[src/rtl/tti_pkg.sv]
// ----------------------------------------------------------------------------
// tti_pkg
// Shared types and constants of the thermistor table interpolator: the
// breakpoint table, field widths and the divider interface structs.
// ----------------------------------------------------------------------------
package tti_pkg;

    // field widths
    localparam int RAW_W   = 12;
    localparam int TEMP_W  = 12;

    // breakpoint table: raw readings at 20, 25, ..., 120 degrees
    localparam int TABLE_ENTRIES = 21;
    localparam int SEG_W         = $clog2(TABLE_ENTRIES);

    localparam logic [RAW_W-1:0] BREAKPOINTS [TABLE_ENTRIES] = '{
        12'h73a, 12'h800, 12'h8be, 12'h974, 12'ha1e, 12'habc, 12'hb4c,
        12'hbcf, 12'hc45, 12'hcae, 12'hd0c, 12'hd5f, 12'hda9, 12'hdea,
        12'he24, 12'he56, 12'he83, 12'heaa, 12'hecd, 12'heec, 12'hf07
    };

    // temperature scaling in sixteenths of a degree
    localparam int BASE_TEMP = 16 * 20;
    localparam int TOP_TEMP  = 16 * (20 + 5 * (TABLE_ENTRIES - 1));

    // arithmetic widths: |raw - x0| up to 1850, times 80 up to 148000
    localparam int DIFF_W = 11;
    localparam int NUM_W  = 18;
    localparam int DEN_W  = 8;
    localparam int ACC_W  = 13;

    // divider request and response
    typedef struct packed {
        logic             start;
        logic [NUM_W-1:0] dividend;
        logic [DEN_W-1:0] divisor;
    } t_div_req;

    typedef struct packed {
        logic             done;
        logic [NUM_W-1:0] quotient;
        logic [DEN_W-1:0] remainder;
    } t_div_rsp;

endpackage

[src/rtl/tti_div.sv]
// ----------------------------------------------------------------------------
// tti_div
// Restoring unsigned divider, one quotient bit per cycle, shared by every
// segment of the interpolation.
// ----------------------------------------------------------------------------
module tti_div
    import tti_pkg::*;
(
    input  logic     i_clk,
    input  logic     i_rst_n,
    input  t_div_req i_req,
    output t_div_rsp o_rsp
);

    localparam int CNT_W = $clog2(NUM_W);
    localparam logic [CNT_W-1:0] LAST_STEP = CNT_W'(NUM_W - 1);

    logic             r_busy, n_busy;
    logic             r_done, n_done;
    logic [CNT_W-1:0] r_cnt, n_cnt;
    logic [NUM_W-1:0] r_quo, n_quo;
    logic [DEN_W-1:0] r_rem, n_rem;
    logic [DEN_W-1:0] r_den, n_den;
    logic [DEN_W:0]   trial;
    logic [DEN_W:0]   diff;

    // one trial subtraction per cycle
    always_comb begin
        trial  = {r_rem, r_quo[NUM_W-1]};
        diff   = trial - {1'b0, r_den};
        n_busy = r_busy;
        n_done = 1'b0;
        n_cnt  = r_cnt;
        n_quo  = r_quo;
        n_rem  = r_rem;
        n_den  = r_den;
        if (i_req.start) begin
            n_busy = 1'b1;
            n_cnt  = '0;
            n_quo  = i_req.dividend;
            n_rem  = '0;
            n_den  = i_req.divisor;
        end else if (r_busy) begin
            if (trial >= {1'b0, r_den}) begin
                n_rem = diff[DEN_W-1:0];
                n_quo = {r_quo[NUM_W-2:0], 1'b1};
            end else begin
                n_rem = trial[DEN_W-1:0];
                n_quo = {r_quo[NUM_W-2:0], 1'b0};
            end
            n_cnt = r_cnt + 1'b1;
            if (r_cnt == LAST_STEP) begin
                n_busy = 1'b0;
                n_done = 1'b1;
            end
        end
    end

    // control state
    always_ff @(posedge i_clk) begin
        if (!i_rst_n) begin
            r_busy <= 1'b0;
            r_done <= 1'b0;
            r_cnt  <= '0;
        end else begin
            r_busy <= n_busy;
            r_done <= n_done;
            r_cnt  <= n_cnt;
        end
    end

    // datapath
    always_ff @(posedge i_clk) begin
        r_quo <= n_quo;
        r_rem <= n_rem;
        r_den <= n_den;
    end

    assign o_rsp.done      = r_done;
    assign o_rsp.quotient  = r_quo;
    assign o_rsp.remainder = r_rem;

endmodule

[src/rtl/thermistor_table_interpolator_unit.sv]
// ----------------------------------------------------------------------------
// thermistor_table_interpolator_unit
// Converts a raw 12-bit thermistor reading to sixteenths of a degree by
// piecewise linear interpolation over a constant breakpoint table.
// ----------------------------------------------------------------------------
// Usage:
//   slave stream takes one raw reading per transaction in tdata[11:0].
//   master stream returns one result per reading: tdata[11:0] holds the
//   temperature (two's complement, 1/16 degree, floored), tuser the clamp
//   flag, set when the reading reached the last breakpoint.
//   each reading passes the search, load, divide and finish states (divide
//   skipped when clamped); the 18-step restoring divider, one quotient bit
//   per cycle, takes most of the time. s_axis_tready is high only while the
//   block is idle, so no new reading is taken before the last is through.
//   the result waits in an output register; while the receiver stalls the
//   block goes on until one more finished reading waits behind it, then
//   holds it, taking no more readings until the output register is free.
//   reset (synchronous, active low) clears m_axis_tvalid, drops pending work
//   and returns the sequencer to idle; no table or memory needs clearing.
// ----------------------------------------------------------------------------
module thermistor_table_interpolator_unit
    import tti_pkg::*;
(
    input  logic        i_clk,
    input  logic        i_rst_n,
    input  logic        i_s_axis_tvalid,
    output logic        o_s_axis_tready,
    input  logic [15:0] i_s_axis_tdata,   // [11:0] raw_reading
    output logic        o_m_axis_tvalid,
    input  logic        i_m_axis_tready,
    output logic [15:0] o_m_axis_tdata,   // [11:0] temp_sixteenths
    output logic        o_m_axis_tuser    // [0] clamped
);

    localparam logic [2:0] ST_IDLE   = 3'd0;
    localparam logic [2:0] ST_SEARCH = 3'd1;
    localparam logic [2:0] ST_LOAD   = 3'd2;
    localparam logic [2:0] ST_DIV    = 3'd3;
    localparam logic [2:0] ST_FINISH = 3'd4;

    logic [2:0]        r_state, n_state;
    logic [RAW_W-1:0]  r_raw, n_raw;
    logic [SEG_W-1:0]  r_seg, n_seg;
    logic              r_clamp, n_clamp;
    logic              r_neg, n_neg;
    logic [TEMP_W-1:0] r_temp, n_temp;
    logic              r_out_valid, n_out_valid;
    logic [TEMP_W-1:0] r_out_temp, n_out_temp;
    logic              r_out_clamp, n_out_clamp;

    logic [SEG_W-1:0]  seg_found;
    logic              clamp_found;
    logic [RAW_W-1:0]  x0, x1;
    logic              below;
    logic [RAW_W-1:0]  span;
    logic [DIFF_W-1:0] abs_diff;
    logic [ACC_W-1:0]  base;
    logic [ACC_W-1:0]  q_adj;
    logic [ACC_W-1:0]  temp_acc;
    logic              s_accept;
    logic              slot_free;
    t_div_req          div_req;
    t_div_rsp          div_rsp;

    // segment search: last inner breakpoint lying below the reading
    always_comb begin
        seg_found = '0;
        for (int k = 1; k <= TABLE_ENTRIES - 2; k++) begin
            if (r_raw > BREAKPOINTS[k]) begin
                seg_found = SEG_W'(k);
            end
        end
        clamp_found = (r_raw >= BREAKPOINTS[TABLE_ENTRIES-1]);
    end

    // segment ends, offset magnitude and scaled dividend
    always_comb begin
        x0       = BREAKPOINTS[r_seg];
        x1       = BREAKPOINTS[r_seg + 1'b1];
        below    = (r_raw < x0);
        span     = below ? (x0 - r_raw) : (r_raw - x0);
        abs_diff = span[DIFF_W-1:0];
        div_req.start    = (r_state == ST_LOAD) && !r_clamp;
        div_req.dividend = (NUM_W'(abs_diff) << 6) + (NUM_W'(abs_diff) << 4);
        div_req.divisor  = DEN_W'(x1 - x0);
    end

    // base temperature of the segment plus or minus the quotient, floored
    always_comb begin
        base  = ACC_W'(BASE_TEMP) + (ACC_W'(r_seg) << 6) + (ACC_W'(r_seg) << 4);
        q_adj = ACC_W'(div_rsp.quotient)
              + ACC_W'(r_neg && (div_rsp.remainder != '0));
        temp_acc = r_neg ? (base - q_adj) : (base + q_adj);
    end

    tti_div u_div (
        .i_clk   (i_clk),
        .i_rst_n (i_rst_n),
        .i_req   (div_req),
        .o_rsp   (div_rsp)
    );

    assign s_accept  = i_s_axis_tvalid && o_s_axis_tready;
    assign slot_free = !r_out_valid || i_m_axis_tready;

    // sequencer
    always_comb begin
        n_state     = r_state;
        n_raw       = r_raw;
        n_seg       = r_seg;
        n_clamp     = r_clamp;
        n_neg       = r_neg;
        n_temp      = r_temp;
        n_out_valid = r_out_valid;
        n_out_temp  = r_out_temp;
        n_out_clamp = r_out_clamp;
        if (r_out_valid && i_m_axis_tready) begin
            n_out_valid = 1'b0;
        end
        case (r_state)
            ST_IDLE: begin
                if (s_accept) begin
                    n_raw   = i_s_axis_tdata[RAW_W-1:0];
                    n_state = ST_SEARCH;
                end
            end
            ST_SEARCH: begin
                n_seg   = seg_found;
                n_clamp = clamp_found;
                n_state = ST_LOAD;
            end
            ST_LOAD: begin
                n_neg = below;
                if (r_clamp) begin
                    n_temp  = TEMP_W'(TOP_TEMP);
                    n_state = ST_FINISH;
                end else begin
                    n_state = ST_DIV;
                end
            end
            ST_DIV: begin
                if (div_rsp.done) begin
                    n_temp  = temp_acc[TEMP_W-1:0];
                    n_state = ST_FINISH;
                end
            end
            ST_FINISH: begin
                if (slot_free) begin
                    n_out_valid = 1'b1;
                    n_out_temp  = r_temp;
                    n_out_clamp = r_clamp;
                    n_state     = ST_IDLE;
                end
            end
            default: begin
                n_state = ST_IDLE;
            end
        endcase
    end

    // control state
    always_ff @(posedge i_clk) begin
        if (!i_rst_n) begin
            r_state     <= ST_IDLE;
            r_out_valid <= 1'b0;
        end else begin
            r_state     <= n_state;
            r_out_valid <= n_out_valid;
        end
    end

    // payload
    always_ff @(posedge i_clk) begin
        r_raw       <= n_raw;
        r_seg       <= n_seg;
        r_clamp     <= n_clamp;
        r_neg       <= n_neg;
        r_temp      <= n_temp;
        r_out_temp  <= n_out_temp;
        r_out_clamp <= n_out_clamp;
    end

    assign o_s_axis_tready = (r_state == ST_IDLE);
    assign o_m_axis_tvalid = r_out_valid;
    assign o_m_axis_tdata  = {4'b0000, r_out_temp};
    assign o_m_axis_tuser  = r_out_clamp;

endmodule
[config.mk]
export PLATFORM = sky130hd
export DESIGN_NAME = thermistor_table_interpolator_unit
export DESIGN_NICKNAME = d
export VERILOG_FILES = /design/src/rtl/tti_pkg.sv /design/src/rtl/tti_div.sv /design/src/rtl/thermistor_table_interpolator_unit.sv
export SDC_FILE = /design/constraint.sdc
export NUM_CORES = 1
export LEC_CHECK = 0
export BUFFER_PORTS_ARGS = -buffer_cell sky130_fd_sc_hd__buf_2
export CORE_UTILIZATION = 42
export CTS_BUF_LIST = sky130_fd_sc_hd__clkbuf_2
export CTS_CLUSTER_DIAMETER = 120
export CTS_CLUSTER_SIZE = 25
export DETAILED_ROUTE_END_ITERATION = 6
export HOLD_SLACK_MARGIN = 0.15
export SYNTH_ARGS = -nofsm -noshare
export SYNTH_HDL_FRONTEND = slang
export SYNTH_HIERARCHICAL = 1
export SYNTH_SLANG_ARGS = --single-unit
[constraint.sdc]
create_clock -name i_clk -period 6.5 [get_ports i_clk]
set_clock_uncertainty 0.15 [all_clocks]
set_input_delay 0.325 -clock i_clk [delete_from_list [all_inputs] [get_ports i_clk]]
set_output_delay 0.325 -clock i_clk [all_outputs]
set_load 0.05 [all_outputs]
==> summary.md <==
| Metric | Value |
|---|---|
| HPWL after detailed placement | about 14 mm |
| Clock Path Buffers | 2 |
| Post-Syn Instances | roughly 890 |
| CTS Buf Count | 9 |
| Final setup TNS | 0 ns |
| Initial antenna violation count | 1 |
| Max_slew headroom | between 30% and 40% |
| Initial DRC Count | 366 |
| Hold Path Class | primary input to register |
| H-tree depth | 3 |
| DRT Wirelength | 18.3 mm |
| Initial core utilization | 43.5% |
| Ys Warns | 6 |
| Crit path max-delay family | compound AO/OA/AOI/OAI gates |
| Post-route minimum period | between 6 and 7 ns |
| Yosys reg bits | 89 |
| Drt via density | 5.57 |
| Die X | between 100 and 150 um |
| Post_cts resized | 0 |
| Placer congestion estimate | 0.882 |
| Clk sinks | 89 |
| IO Pins | 39 |
| TritonRoute pass-1 iters | 5 |
| Worst-margin pin slew | 0.961 ns |
| Critical Path Max Stage Delay | 0.50 ns |
| Die area | around 19,000 um^2 |
| Final Hold Fails | 0 |
| Final setup vio count | 0 |
| Layout cell share with drive strength beyond 1 | approximately 11% |
| DIE HEIGHT | 140 um |
| CTS clk-pin slew, worst paths | ~0.30 ns |
| Arrival @ worst endpoint | 6.34 ns |
| Period utilization | between 90% and 100% |
| Critical path capture point type | register |
| Placed cells | 1,125 |
| Status | finished, final reports clean |
| I/O Buffers | 30 |
| Vias in the first global route | about 6,000 |
| WS Path Type | register to register |
| Finished Layout Cells | 1,158 |
| Post CTS Setup Buffer Count | 0 |
| Avg WL per Cell | 15.8 um |
| Worst Path Max Fanout | 19 |
| Gr ovfl total | 0 |
| R2R cell count | 23 |
| Async S/R FF share, synth | 0% |
| Max_cap viols | 0 |
| Mean Syn Cell Area | between 8 and 9 um^2 |
| Maximum clock rate | approximately 160 MHz |
| Final Hold Slack | around 0.23 ns |
| Largest net degree at the start of global routing | 34 |
| RSZ-0062 raised after global routing | no |
| Final Max Tran Viols | 0 |
| Core Region | ~18,000 um^2 |
| Mapped Area | 7950 um^2 |
| Post-Place Cell Area | 8300 um^2 |
| Worst Path Buf+Inv | 2 |
| Vias after detailed routing | 6,455 |
| Register area share after synthesis | between 30 and 40% |
| Cell Chain, Critical Path | buf_4, ha_1, mux4_2, nand2_1, nand2_1, ha_1, and3_1, nand2_1, o31ai_4, inv_6, nor3_1, a21oi_1, xor2_1, fa_1, a21o_1, a21oi_1, nor2b_1, o21a_1, o21ai_0, a21oi_1, o21a_4, xnor2_2, mux2_2 |
| Number of synthesized flops with an enable pin | 70 |
| CTS tree | done |
| Commonest non-fill, non-tap cell in the layout | ha_1 |
| Layout area overhead | 7.87% |
| Row Count | 49 |
| NumNets Final | 1,029 |
| WHS Path Cells | 2 |
| Fin area | 8580 um^2 |
| Worst path required time | 6.75 ns |
| Main synth FF type | edfxtp_1 |
| CP Depth | 23 |
| First-pass GRT wire length | between 20 and 30 mm |
| Yosys cell types | between 80 and 90 |
| Clk Latency, worst-skew pair | a little over 0.6 ns |
| Slowest CP cell | o31ai_4 |
| Final antenna-violating net count | 0 |
| Most frequent cells in the layout | ha_1, nor2_1, edfxtp_1 |
| # DRC | 0 |
| CTS root buffer | clkbuf_2 |
| Setup crit start kind | register |
| GRT Util Overall | 19.2% |
## what timing repair did
item,4_1_cts,5_1_grt
endpoints found under the hold margin,23,0
hold buffers,16,0
setup endpoints to repair,0,1
## per-layer routing
metal | vias to the layer above | global-route usage, % | wire length, um
met3 | 25 | 2.58 | 706
met5 | - | 0 | 0
met1 | 2995 | 24.8 | 8360
li1 | 3272 | - | -
met2 | 163 | 33.1 | 8860
met4 | 0 | 6.59 | 363
## state kept, by name (all words and copies together) (netlist names)
| signal | flops |
|---|---|
| o_m_axis_tuser | 1 |
| o_m_axis_tvalid | 1 |
| r_clamp | 1 |
| r_neg | 1 |
| r_out_temp | 12 |
| r_raw | 12 |
| r_seg | 5 |
| r_state | 3 |
| r_temp | 12 |
| u_div/r_busy | 1 |
| u_div/r_cnt | 5 |
| u_div/r_den | 8 |
| u_div/r_done | 1 |
| u_div/r_quo | 18 |
| u_div/r_rem | 8 |
## cell usage after synthesis (5+ instances only)
cell / instances / area (um^2)
a21oi_1: 63 / 315
or2_2: 9 / 56.3
o21ai_0: 51 / 255
mux2i_1: 14 / 140
o211ai_1: 6 / 45.0
nand2b_1: 11 / 68.8
nand2_1: 63 / 236
a31oi_1: 20 / 125
and2_1: 8 / 50.1
dfxtp_1: 19 / 380
nor2_1: 81 / 304
nor2b_1: 12 / 75.1
and3_1: 11 / 68.8
mux2_2: 19 / 214
clkbuf_1: 30 / 113
xnor2_1: 35 / 307
inv_1: 62 / 233
ha_1: 82 / 1030
nor3_1: 21 / 105
nand4_1: 5 / 31.3
xor2_1: 34 / 298
or3_1: 7 / 43.8
edfxtp_1: 70 / 2100
o41ai_1: 5 / 43.8
nand3_1: 20 / 100
o21a_1: 5 / 37.5
a311oi_1: 5 / 43.8
a21o_1: 18 / 135
a211oi_1: 7 / 52.6
nor4_1: 5 / 31.3
buf_4: 5 / 37.5
## metrics by stage
step	setup WS, ns	util, %
after floorplan	0.130	-
after global placement	0.469	45.4
after detailed placement	0.441	45.4
after CTS	0.391	46.9
after global routing	0.00906	46.9
final	0.414	46.9
## kinds of logic (layout without fill, tap and decap cells)
| family | count (synthesis) | after routing | share of synthesized area, % |
|---|---|---|---|
| and+or+nand+nor | 268 | 268 | 16.2 |
| AOI/OAI and AO/OA | 232 | 232 | 20.0 |
| buffers and inverters | 111 | 140 | 5.78 |
| DFF | 89 | 89 | 31.2 |
| adders and majority gates | 86 | 86 | 13.9 |
| xor gates and xnor gates | 70 | 70 | 7.81 |
| muxes | 35 | 35 | 5.02 |
| other | 1 | 9 | 0.0472 |
## worst paths after layout
check | end | from | slack, ns
min | r_raw[1]$_DFFE_PP_ | i_s_axis_tvalid | 0.23
max | u_div/r_quo[16]$_DFFE_PP_ | r_seg[0]$_SDFFCE_PP1P_ | 0.41
max reg2reg | u_div/r_quo[16]$_DFFE_PP_ | r_seg[0]$_SDFFCE_PP1P_ | 0.41
min reg2reg | r_out_temp[11]$_DFFE_PP_ | r_temp[11]$_SDFFCE_PP0P_ | 0.31
## area by class of cell
type                            count  area [um^2]
Clock buffer                        9         45.0
Tap cell                          229          287
Antenna cell                        1         2.50
Clock inverter                      7         70.1
Fill cell                        1754         9690
Sequential cell                    89         2480
Multi-Input combinational cell    699         5040
Inverter                           67          256
Timing Repair Buffer               57          393
Power is left out: the tool's default activity adds up to more than one toggle a clock period on the data nets, which glitch-free logic cannot reach.
